===== src/rtl/dpq_pkg.sv =====
// Shared types and constants for the descriptor pool with two queues.
package dpq_pkg;

    localparam int ENTRY_W = 6;
    localparam int COUNT_W = 7;
    localparam int DEFAULT_MAX_ENTRIES = 64;
    localparam logic [COUNT_W-1:0] ENTRY_COUNT_RESET = 7'd64;

    // link word: {end of freed stack, next entry}
    localparam int LINK_W = ENTRY_W + 1;

    localparam logic [2:0] CMD_INIT  = 3'd0;
    localparam logic [2:0] CMD_ALLOC = 3'd1;
    localparam logic [2:0] CMD_ENQ   = 3'd2;
    localparam logic [2:0] CMD_DEQ   = 3'd3;
    localparam logic [2:0] CMD_REL   = 3'd4;

    localparam logic [1:0] STATUS_OK    = 2'd0;
    localparam logic [1:0] STATUS_EMPTY = 2'd1;
    localparam logic [1:0] STATUS_RANGE = 2'd2;

    typedef struct packed {
        logic [2:0]         command;
        logic               queue_select;
        logic [ENTRY_W-1:0] entry;
    } cmd_t;

    typedef struct packed {
        logic [ENTRY_W-1:0] result_entry;
        logic [1:0]         status;
    } rsp_t;

endpackage


===== src/rtl/dpq_ram.sv =====
// Generic single-port-write, single-port-read RAM with registered read data.
module dpq_ram #(
    parameter int WIDTH = 8,
    parameter int DEPTH = 64
) (
    input  logic                     clk,
    input  logic                     we,
    input  logic [$clog2(DEPTH)-1:0] waddr,
    input  logic [WIDTH-1:0]         wdata,
    input  logic                     re,
    input  logic [$clog2(DEPTH)-1:0] raddr,
    output logic [WIDTH-1:0]         rdata
);

    logic [WIDTH-1:0] mem [DEPTH];

    always_ff @(posedge clk)
    begin
        if (we)
        begin
            mem[waddr] <= wdata;
        end
        if (re)
        begin
            rdata <= mem[raddr];
        end
    end

endmodule


===== src/rtl/dpq_ctrl.sv =====
// Command sequencer: free list, two queues, link memory read-modify-write.
module dpq_ctrl import dpq_pkg::*; #(
    parameter int MAX_ENTRIES = DEFAULT_MAX_ENTRIES,
    localparam int LINK_DEPTH = (MAX_ENTRIES < (1 << ENTRY_W)) ? MAX_ENTRIES : (1 << ENTRY_W),
    localparam int AW = $clog2(LINK_DEPTH)
) (
    input  logic               clk,
    input  logic               rst_n,
    input  logic [COUNT_W-1:0] entry_count,
    input  logic               cmd_valid,
    output logic               cmd_ready,
    input  cmd_t               cmd,
    output logic               rsp_valid,
    input  logic               rsp_ready,
    output rsp_t               rsp,
    output logic               link_we,
    output logic [AW-1:0]      link_waddr,
    output logic [LINK_W-1:0]  link_wdata,
    output logic               link_re,
    output logic [AW-1:0]      link_raddr,
    input  logic [LINK_W-1:0]  link_rdata
);

    localparam int CLAMP_I = (MAX_ENTRIES > (1 << COUNT_W) - 1) ? (1 << COUNT_W) - 1 : MAX_ENTRIES;
    localparam logic [COUNT_W-1:0] CLAMP = COUNT_W'(CLAMP_I);
    localparam logic [COUNT_W-1:0] ACTIVE_RESET =
        (ENTRY_COUNT_RESET > CLAMP) ? CLAMP : ENTRY_COUNT_RESET;

    typedef enum logic {
        S_IDLE,
        S_READ
    } state_t;

    state_t             state_reg;
    logic [COUNT_W-1:0] active_reg;
    logic [COUNT_W-1:0] fresh_reg;
    logic [ENTRY_W-1:0] freed_top_reg;
    logic               freed_ne_reg;
    logic [ENTRY_W-1:0] head_reg [2];
    logic [ENTRY_W-1:0] tail_reg [2];
    logic [1:0]         qne_reg;
    logic               pend_alloc_reg;
    logic               pend_q_reg;
    logic               rsp_valid_reg;
    rsp_t               rsp_reg;

    logic accept;
    logic in_range;
    logic q;

    assign cmd_ready = (state_reg == S_IDLE) && (!rsp_valid_reg || rsp_ready);
    assign accept    = cmd_valid && cmd_ready;
    assign q         = cmd.queue_select;
    assign in_range  = {1'b0, cmd.entry} < active_reg;
    assign rsp_valid = rsp_valid_reg;
    assign rsp       = rsp_reg;

    always_comb
    begin
        link_we    = 1'b0;
        link_waddr = cmd.entry[AW-1:0];
        link_wdata = {1'b0, cmd.entry};
        link_re    = 1'b0;
        link_raddr = freed_top_reg[AW-1:0];
        if (accept)
        begin
            unique case (cmd.command)
                CMD_ALLOC:
                begin
                    link_re = freed_ne_reg;
                end
                CMD_ENQ:
                begin
                    link_we    = in_range && qne_reg[q];
                    link_waddr = tail_reg[q][AW-1:0];
                end
                CMD_DEQ:
                begin
                    link_re    = qne_reg[q] && (head_reg[q] != tail_reg[q]);
                    link_raddr = head_reg[q][AW-1:0];
                end
                CMD_REL:
                begin
                    link_we    = in_range;
                    link_wdata = {~freed_ne_reg, freed_top_reg};
                end
                default:
                begin
                end
            endcase
        end
    end

    always_ff @(posedge clk or negedge rst_n)
    begin
        if (!rst_n)
        begin
            state_reg      <= S_IDLE;
            active_reg     <= ACTIVE_RESET;
            fresh_reg      <= '0;
            freed_top_reg  <= '0;
            freed_ne_reg   <= 1'b0;
            head_reg[0]    <= '0;
            head_reg[1]    <= '0;
            tail_reg[0]    <= '0;
            tail_reg[1]    <= '0;
            qne_reg        <= '0;
            pend_alloc_reg <= 1'b0;
            pend_q_reg     <= 1'b0;
            rsp_valid_reg  <= 1'b0;
            rsp_reg        <= '0;
        end
        else
        begin
            unique case (state_reg)
                S_IDLE:
                begin
                    if (accept)
                    begin
                        // requests that read the link memory answer from S_READ
                        rsp_valid_reg <= !link_re;
                        unique case (cmd.command)
                            CMD_INIT:
                            begin
                                rsp_reg       <= '{result_entry: '0, status: STATUS_OK};
                                active_reg    <= (entry_count > CLAMP) ? CLAMP : entry_count;
                                fresh_reg     <= '0;
                                freed_top_reg <= '0;
                                freed_ne_reg  <= 1'b0;
                                head_reg[0]   <= '0;
                                head_reg[1]   <= '0;
                                tail_reg[0]   <= '0;
                                tail_reg[1]   <= '0;
                                qne_reg       <= '0;
                            end
                            CMD_ALLOC:
                            begin
                                if (freed_ne_reg)
                                begin
                                    // new stack top comes back from the link memory
                                    pend_alloc_reg <= 1'b1;
                                    state_reg      <= S_READ;
                                end
                                else if (fresh_reg < active_reg)
                                begin
                                    rsp_reg   <= '{result_entry: fresh_reg[ENTRY_W-1:0],
                                                   status: STATUS_OK};
                                    fresh_reg <= fresh_reg + 1'b1;
                                end
                                else
                                begin
                                    rsp_reg <= '{result_entry: '0, status: STATUS_EMPTY};
                                end
                            end
                            CMD_ENQ:
                            begin
                                if (!in_range)
                                begin
                                    rsp_reg <= '{result_entry: '0, status: STATUS_RANGE};
                                end
                                else
                                begin
                                    rsp_reg <= '{result_entry: '0, status: STATUS_OK};
                                    if (!qne_reg[q])
                                    begin
                                        head_reg[q] <= cmd.entry;
                                    end
                                    tail_reg[q] <= cmd.entry;
                                    qne_reg[q]  <= 1'b1;
                                end
                            end
                            CMD_DEQ:
                            begin
                                if (!qne_reg[q])
                                begin
                                    rsp_reg <= '{result_entry: '0, status: STATUS_EMPTY};
                                end
                                else if (head_reg[q] == tail_reg[q])
                                begin
                                    rsp_reg    <= '{result_entry: head_reg[q], status: STATUS_OK};
                                    qne_reg[q] <= 1'b0;
                                end
                                else
                                begin
                                    pend_alloc_reg <= 1'b0;
                                    pend_q_reg     <= q;
                                    state_reg      <= S_READ;
                                end
                            end
                            CMD_REL:
                            begin
                                if (!in_range)
                                begin
                                    rsp_reg <= '{result_entry: '0, status: STATUS_RANGE};
                                end
                                else
                                begin
                                    rsp_reg       <= '{result_entry: '0, status: STATUS_OK};
                                    freed_top_reg <= cmd.entry;
                                    freed_ne_reg  <= 1'b1;
                                end
                            end
                            default:
                            begin
                                rsp_reg <= '{result_entry: '0, status: STATUS_OK};
                            end
                        endcase
                    end
                    else if (rsp_valid_reg && rsp_ready)
                    begin
                        rsp_valid_reg <= 1'b0;
                    end
                end
                S_READ:
                begin
                    rsp_valid_reg <= 1'b1;
                    if (pend_alloc_reg)
                    begin
                        rsp_reg       <= '{result_entry: freed_top_reg, status: STATUS_OK};
                        freed_top_reg <= link_rdata[ENTRY_W-1:0];
                        freed_ne_reg  <= ~link_rdata[ENTRY_W];
                    end
                    else
                    begin
                        rsp_reg <= '{result_entry: head_reg[pend_q_reg], status: STATUS_OK};
                        head_reg[pend_q_reg] <= link_rdata[ENTRY_W-1:0];
                    end
                    state_reg <= S_IDLE;
                end
                default:
                begin
                    state_reg <= S_IDLE;
                end
            endcase
        end
    end

endmodule


===== src/rtl/descriptor_pool_with_two_queues_unit.sv =====
// Top level of the descriptor pool: count register, sequencer and link memory.
//
// Requests arrive on cmd (cmd_valid/cmd_ready) and each one yields exactly one
// response on rsp (rsp_valid/rsp_ready), in request order. Commands are init,
// allocate, enqueue, dequeue and release; the free stack and both queues are
// chained through one shared link memory of MAX_ENTRIES (at most 64) words.
// The entry_count register is written through cfg_valid/cfg_ready/cfg_data,
// always ready, and takes effect at the next init request.
// Most commands answer from the response register in the cycle after the request is
// taken. An allocate from the freed stack or a dequeue that leaves entries behind
// reads the link memory and answers from the S_READ state. One request is in work
// at a time, so no new request is taken while the link memory read is pending.
// A new request is taken in the cycle the pending response is taken.
// While a response is pending and rsp_ready is low, the response register holds and cmd_ready is low.
// After reset the queues and freed stack are empty, all entries are fresh and
// the count is 64 clamped to MAX_ENTRIES, so no init is needed. No clearing
// pass runs: link words are always written before they are read.
module descriptor_pool_with_two_queues_unit import dpq_pkg::*; #(
    parameter int MAX_ENTRIES = DEFAULT_MAX_ENTRIES
) (
    input  logic               clk,
    input  logic               rst_n,
    input  logic               cfg_valid,
    output logic               cfg_ready,
    input  logic [COUNT_W-1:0] cfg_data,
    input  logic               cmd_valid,
    output logic               cmd_ready,
    input  cmd_t               cmd,
    output logic               rsp_valid,
    input  logic               rsp_ready,
    output rsp_t               rsp
);

    localparam int LINK_DEPTH = (MAX_ENTRIES < (1 << ENTRY_W)) ? MAX_ENTRIES : (1 << ENTRY_W);
    localparam int AW = $clog2(LINK_DEPTH);

    logic [COUNT_W-1:0] entry_count_reg;
    logic               link_we;
    logic [AW-1:0]      link_waddr;
    logic [LINK_W-1:0]  link_wdata;
    logic               link_re;
    logic [AW-1:0]      link_raddr;
    logic [LINK_W-1:0]  link_rdata;

    assign cfg_ready = 1'b1;

    always_ff @(posedge clk or negedge rst_n)
    begin
        if (!rst_n)
        begin
            entry_count_reg <= ENTRY_COUNT_RESET;
        end
        else if (cfg_valid)
        begin
            entry_count_reg <= cfg_data;
        end
    end

    dpq_ctrl #(
        .MAX_ENTRIES(MAX_ENTRIES)
    ) u_ctrl (
        .clk        (clk),
        .rst_n      (rst_n),
        .entry_count(entry_count_reg),
        .cmd_valid  (cmd_valid),
        .cmd_ready  (cmd_ready),
        .cmd        (cmd),
        .rsp_valid  (rsp_valid),
        .rsp_ready  (rsp_ready),
        .rsp        (rsp),
        .link_we    (link_we),
        .link_waddr (link_waddr),
        .link_wdata (link_wdata),
        .link_re    (link_re),
        .link_raddr (link_raddr),
        .link_rdata (link_rdata)
    );

    dpq_ram #(
        .WIDTH(LINK_W),
        .DEPTH(LINK_DEPTH)
    ) u_link_ram (
        .clk  (clk),
        .we   (link_we),
        .waddr(link_waddr),
        .wdata(link_wdata),
        .re   (link_re),
        .raddr(link_raddr),
        .rdata(link_rdata)
    );

endmodule

===== config.mk =====
export PLATFORM = sky130hd
export DESIGN_NAME = descriptor_pool_with_two_queues_unit
export DESIGN_NICKNAME = d
export VERILOG_FILES = /design/src/rtl/dpq_pkg.sv /design/src/rtl/dpq_ram.sv /design/src/rtl/dpq_ctrl.sv /design/src/rtl/descriptor_pool_with_two_queues_unit.sv
export SDC_FILE = /design/constraint.sdc
export NUM_CORES = 1
export LEC_CHECK = 0
export ABC_AREA = 0
export BUFFER_PORTS_ARGS = -buffer_cell sky130_fd_sc_hd__buf_2
export CORE_MARGIN = 2
export CORE_UTILIZATION = 57
export CTS_CLUSTER_SIZE = 30
export DETAILED_ROUTE_END_ITERATION = 10
export GPL_TIMING_DRIVEN = 0
export PLACE_DENSITY = 0.76
export REMOVE_ABC_BUFFERS = 1
export SETUP_SLACK_MARGIN = 0.5
export SKIP_CTS_REPAIR_TIMING = 1
export SLEW_MARGIN = 15
export SYNTH_ARGS = -nofsm -noshare
export SYNTH_HDL_FRONTEND = slang
export SYNTH_HIERARCHICAL = 1
export SYNTH_SLANG_ARGS = --single-unit

===== constraint.sdc =====
create_clock -name clk -period 3.51 [get_ports clk]
set_input_delay 0.702 -clock clk [delete_from_list [all_inputs] [get_ports clk]]
set_output_delay 0.702 -clock clk [all_outputs]
set_load 0.02 [all_outputs]

==> results.cfg, run 1 <==
[die]
die_h_um = 199.7
die_width_um = 199.7
coreArea_um2 = 37670
start_util = 0.5796
rows = 71
io_pins = 33
dieArea_um2 = 39880

[clock_tree]
cts_buffers = 51
root_buffer = clkbuf_16
numClockSinks = 521
clkLatencyLatePin_ns = 0.61
htreeDepth = 2
cts_tree = done
clock_path_buffers = 3
path_clk_slew_ns = 0.06

[logic_synthesis]
postSynthAreaPerCell_um2 = 17.68
synth_area_leaders = edfxtp_1 (63%), mux4_2 (12%), dfrtp_1 (7.3%), nor2_1 (1.7%), mux2i_1 (1.7%)
synth_ff_type = edfxtp_1
synth_top_area_frac = 0.6259
synth-edff-count = 455
ys_seq_area_frac = 0.7017
synth_top_cell_by_area = edfxtp_1
yosysUniqueCellTypes = 70
syn_inst = 1235
syn_area_um2 = 21830
synth.ff_latch_count = 521
synth_async_sr_flop_share = 0.1267
yosysWarningCount = 6

[setup_path]
ff2ff_setup_slack_ns = -0.12
startpoint_type = register
r2r_cells = 13
worst_ep_required_time_ns = 3.85
arrival_ns = 3.98
crit_path_end_kind = register
worstSetupPathType = register to register
crit_fanout = 10

[grt]
grt_pass1_wl_um = 74530
grt_usage = 0.2581
grt_pass1_vias = 11960
grt_overflow = 0
grt_max_degree = 65
antenna_found_initial = 0

[route]
final_antenna_net_count = 0
drtIter0Drc = 1470
dr.pass1.iters = 6
wirelength_um = 53740
wl_per_cell_um = 28.48
avgViaCountPerCell = 6.732
vias = 12700
drt_drc_violations_left = 0

[sta]
hold_violations = 0
fmax_mhz = 275.2
finalWorstSetupSlack_ns = -0.1234
fin_setup_tns_ns = -0.6448
setup_viol = 23
period_share = 1.035
rsz0062_at_grt = true
tightest_slew_ns = 1.308
slew_headroom = 0.1280
clock_skew_ns = 0.02449
drv_slew = 0
finalCriticalPeriod_ns = 3.633

[placement]
dpl.hpwl_um = 30620
dp_cells = 1729
placed_area_um2 = 22860
gp_congestion = 0.9150
portBuffers = 31

[cells_and_area]
final_common_cell = edfxtp_1
layout_common_cells = edfxtp_1 (455), mux4_2 (112), dfrtp_1 (63), clkbuf_16 (55), nor2_4 (54)
instances_no_fill = 1887
design_area_um2 = 26090
fin_util = 0.6925
syn_to_final_growth_pct = 19.49
fillers = 2265
layout.nets = 1369
multi_input_area_um2 = 7022
diodes = 0
largest_reg_flops = 448
final-seq-area_um2 = 15320
drive_gt1_frac = 0.3452

[pwr]
combPwrFrac = 0.151
power_frac_clock = 0.374
swShare = 0.2491
power_density_nw_per_um2 = 566.8
intPower_mw = 11.10
vdd.ir_drop.worst_v = 0.0004983
seq_power_share = 0.475
p_total_mw = 14.79
p_leak_nw = 8.482
p_switching_mw = 3.683

[run]
maxCapViolations = 0

[hold_path]
holdPathStages = 2
worstHoldPathType = primary input to register

[run_status]
violations = negative setup slack
status = complete, but fails checks
## critical path: stages, from the launching register on
cell,delay [ns]
dfrtp_1,0.37
nor2b_4,0.13
or3b_4,0.43
nor2_4,0.17
nor2_2,0.07
a21oi_4,0.21
buf_12,0.17
buf_16,0.13
buf_12,0.15
buf_16,0.15
mux4_2,0.49
a22oi_1,0.33
nand4_1,0.24
mux2_4,0.32
## cells by family after synthesis
group | after synthesis | share of synthesized area
xor gates and xnor gates | 12 | 0.004815
adders and majority gates | 12 | 0.006878
AOI/OAI and AO/OA | 171 | 0.05823
other | 1 | 0.0001718
muxes | 183 | 0.1523
DFF | 521 | 0.7017
buffers and inverters | 83 | 0.01846
and+or+nand+nor | 252 | 0.05743
## per-stage QoR
| stage | hold WS, ns | setup WS [ns] |
|---|---|---|
| 2_1_floorplan | 0.4064 | -8.354 |
| 3_3_place_gp | 0.4849 | -13.13 |
| 3_5_place_dp | 0.4940 | -2.340 |
| 4_1_cts | -0.05032 | -2.356 |
| 5_1_grt | 0.3391 | -0.2180 |
| 6_report | 0.3375 | -0.1234 |
## worst paths after layout
kind | start | to
worst max-delay path | u_ctrl/rsp_valid$_DFFE_PN0P_ | u_link_ram/rdata[4]$_DFFE_PP_
min in group asynchronous | rst_n | u_ctrl/active_reg[5]$_DFFE_PN0P_
worst min register to register | u_ctrl/rsp[7]$_DFFE_PN0P_ | u_ctrl/rsp[7]$_DFFE_PN0P_
max in group asynchronous | rst_n | u_ctrl/state_reg$_DFF_PN0_
worst max register to register | u_ctrl/rsp_valid$_DFFE_PN0P_ | u_link_ram/rdata[4]$_DFFE_PP_
worst min-delay path | cfg_data[5] | entry_count_reg[5]$_DFFE_PN0P_
## cell type report
type                    count  share of cell area
multi-input cells         631              0.2692
repair buffers            117             0.05243
inverters                  13            0.001871
flip-flops and latches    521              0.5873
well taps                 511             0.02451
clock buffers              63             0.05065
clock inverters            31             0.01401
## routing by layer
metal / GRT usage / part of all wire / vias up
met1: 0.3450 / 0.37 / 6592
met5: 0 / 0 / -
li1: - / - / 5212
met2: 0.4254 / 0.50 / 766
met4: 0.09767 / 0.037 / 0
met3: 0.04945 / 0.086 / 133
## power groups by stage
| stage | registers [mW] | clock network (mW) | logic, mW |
|---|---|---|---|
| 5_1_grt | 7.04 | 5.82 | 2.35 |
| 2_1_floorplan | 7.12 | 0 | 1.34 |
| 3_5_place_dp | 7.16 | 0 | 1.86 |
| 6_report | 7.03 | 5.52 | 2.23 |
| 4_1_cts | 7.03 | 5.56 | 1.89 |
| 3_3_place_gp | 7.15 | 0 | 1.94 |
## synth_stat cells (15+ instances only)
cell	count
nor3_1	19
nand3_1	16
nand2_1	45
buf_2	19
o22ai_1	18
a22o_1	23
edfxtp_1	455
a22oi_1	15
dfrtp_1	64
nor2_1	97
mux2_2	22
o21ai_0	31
mux2i_1	36
mux4_2	112
clkbuf_1	37
Note: power is estimated with default switching activity, not from simulation.
==> run 2: changes to the inputs <==
Settings changed: CORE_UTILIZATION 57 to 59, CTS_BUF_LIST set to sky130_fd_sc_hd__clkbuf_8, PLACE_DENSITY 0.76 to 0.78.
==> run 2 against run 1 <==
The run ends with negative hold slack, negative setup slack left. Flip-flop and latch count unchanged. Maximum frequency down 1.5%. Design area up 0.99%. Core utilization up 2.9 points. Power down 4.1%. Clock skew up 0.0078 ns. Sequential power about the same. Clock power down 12%. Combinational power up 4%. Non-clock buffer count up 33. Register-to-register slack worse by 0.06 ns. Critical path type unchanged. Largest cell class unchanged.
==> results.cfg, run 2 (synthesized netlist as in run 1, its figures left out) <==
[route]
drt_drc_violations_left = 0
drtIter0Drc = 1667
dr.pass1.iters = 7
final_antenna_net_count = 0
vias = 13390
avgViaCountPerCell = 6.944
wirelength_um = 56160
wl_per_cell_um = 29.13

[cells_and_area]
final_common_cell = edfxtp_1
instances_no_fill = 1928
layout_common_cells = edfxtp_1 (455), mux4_2 (112), clkbuf_8 (83), buf_4 (70), dfrtp_1 (63)
layout.nets = 1433
syn_to_final_growth_pct = 20.68
diodes = 0
fillers = 1968
largest_reg_flops = 448
design_area_um2 = 26340
drive_gt1_frac = 0.3795
fin_util = 0.7213

[sta]
fin_worst_hold_slack_ns = -0.002786
slew_headroom = 0.2198
drv_slew = 0
fmax_mhz = 271.0
fin_setup_tns_ns = -0.4524
tightest_slew_ns = 1.161
period_share = 1.051
clock_skew_ns = 0.03230
finalWorstSetupSlack_ns = -0.1804
rsz0062_at_grt = true
setup_viol = 6
finalCriticalPeriod_ns = 3.690
hold_violations = 2

[pwr]
vdd.ir_drop.worst_v = 0.0003123
p_total_mw = 14.19
power_density_nw_per_um2 = 538.5
p_leak_nw = 8.763

[setup_path]
worstSetupPathType = register to register
critPathSlowestCell = mux4_2
r2r_cells = 13
worst_ep_required_time_ns = 3.91
crit_path_end_kind = register
slowest_delay_ns = 0.51
startpoint_type = register
path_cells = nor2b_4 -> or3b_4 -> nor2_4 -> nor2_4 -> a21oi_4 -> buf_12 -> buf_16 -> buf_16 -> buf_16 -> mux4_2 -> a22oi_1 -> nand4_1 -> mux2_4
cp_num_buf_inv = 4
crit_family = simple AND/OR/NAND/NOR gates
r2r-end = u_link_ram/rdata[4]$_DFFE_PP_
ff2ff_setup_slack_ns = -0.18
crit_fanout = 8
crit_path_frequent_cell = buf_16
arrival_ns = 4.09
r2r-start = u_ctrl/rsp_valid$_DFFE_PN0P_

[die]
start_util = 0.5977
rows = 70
io_pins = 33
coreArea_um2 = 36520
die_width_um = 196.4
dieArea_um2 = 38550
die_h_um = 196.4

[grt]
grt_overflow = 0
grt_max_degree = 65
grt_pass1_wl_um = 73040
antenna_found_initial = 0
grt_pass1_vias = 11920
grt_usage = 0.2567

[clock_tree]
cts_tree = done
cts_buffers = 81
clkLatencyLatePin_ns = 0.65
htreeDepth = 3
numClockSinks = 521
path_clk_slew_ns = 0.06
root_buffer = clkbuf_8
clock_path_buffers = 3

[run]
maxCapViolations = 0

[placement]
gp_congestion = 0.9122
dpl.hpwl_um = 30630
pre_cts_slack_ns = -1.936
placed_area_um2 = 22820
dp_cells = 1686
portBuffers = 31

[hold_path]
worstHoldPathType = primary input to async pin

[run_status]
status = complete, but fails checks
violations = negative hold slack, negative setup slack
[run 2: cell types whose count changed in the layout (fill, tap and decap cells not counted), moves of 12 or more]
cell	previous run	this run
clkbuf_16	55	2
clkbuf_8	0	83
nor2_2	13	1
clkbuf_1	12	0
buf_4	51	70
inv_1	12	36
[run 2: power breakdown]
group          internal (mW)  switching [mW]  total [mW]
logic                   1.04            1.27        2.31
clock network           2.44            2.41        4.84
registers               6.88           0.150        7.03
[run 2: layer usage]
layer | wire length (um) | vias to the layer above | GRT usage
met5 | 0 | - | 0
met4 | 2455 | 0 | 0.09961
met3 | 5553 | 180 | 0.04928
met2 | 27490 | 982 | 0.4018
met1 | 20660 | 6875 | 0.3644
li1 | - | 5351 | -
[run 2: cell type report]
type	count	area, um2	area share
clock buffers	83	1142	0.04336
clock inverters	61	356.6	0.01354
inverters	13	48.80	0.001852
multi-input cells	632	7183	0.2727
flip-flops and latches	521	15320	0.5816
well taps	468	585.6	0.02223
repair buffers	150	1707	0.06478
[run 2: worst max path at each step]
stage / start / end / depth (start not counted)
2_1_floorplan: rsp_ready / u_link_ram/rdata[3]$_DFFE_PP_ / 9
3_3_place_gp: rsp_ready / u_link_ram/rdata[2]$_DFFE_PP_ / 10
3_5_place_dp: rsp_ready / u_link_ram/rdata[0]$_DFFE_PP_ / 14
4_1_cts: u_ctrl/state_reg$_DFF_PN0_ / u_link_ram/rdata[0]$_DFFE_PP_ / 12
5_1_grt: u_ctrl/rsp_valid$_DFFE_PN0P_ / u_link_ram/rdata[4]$_DFFE_PP_ / 13
6_report: u_ctrl/rsp_valid$_DFFE_PN0P_ / u_link_ram/rdata[4]$_DFFE_PP_ / 13
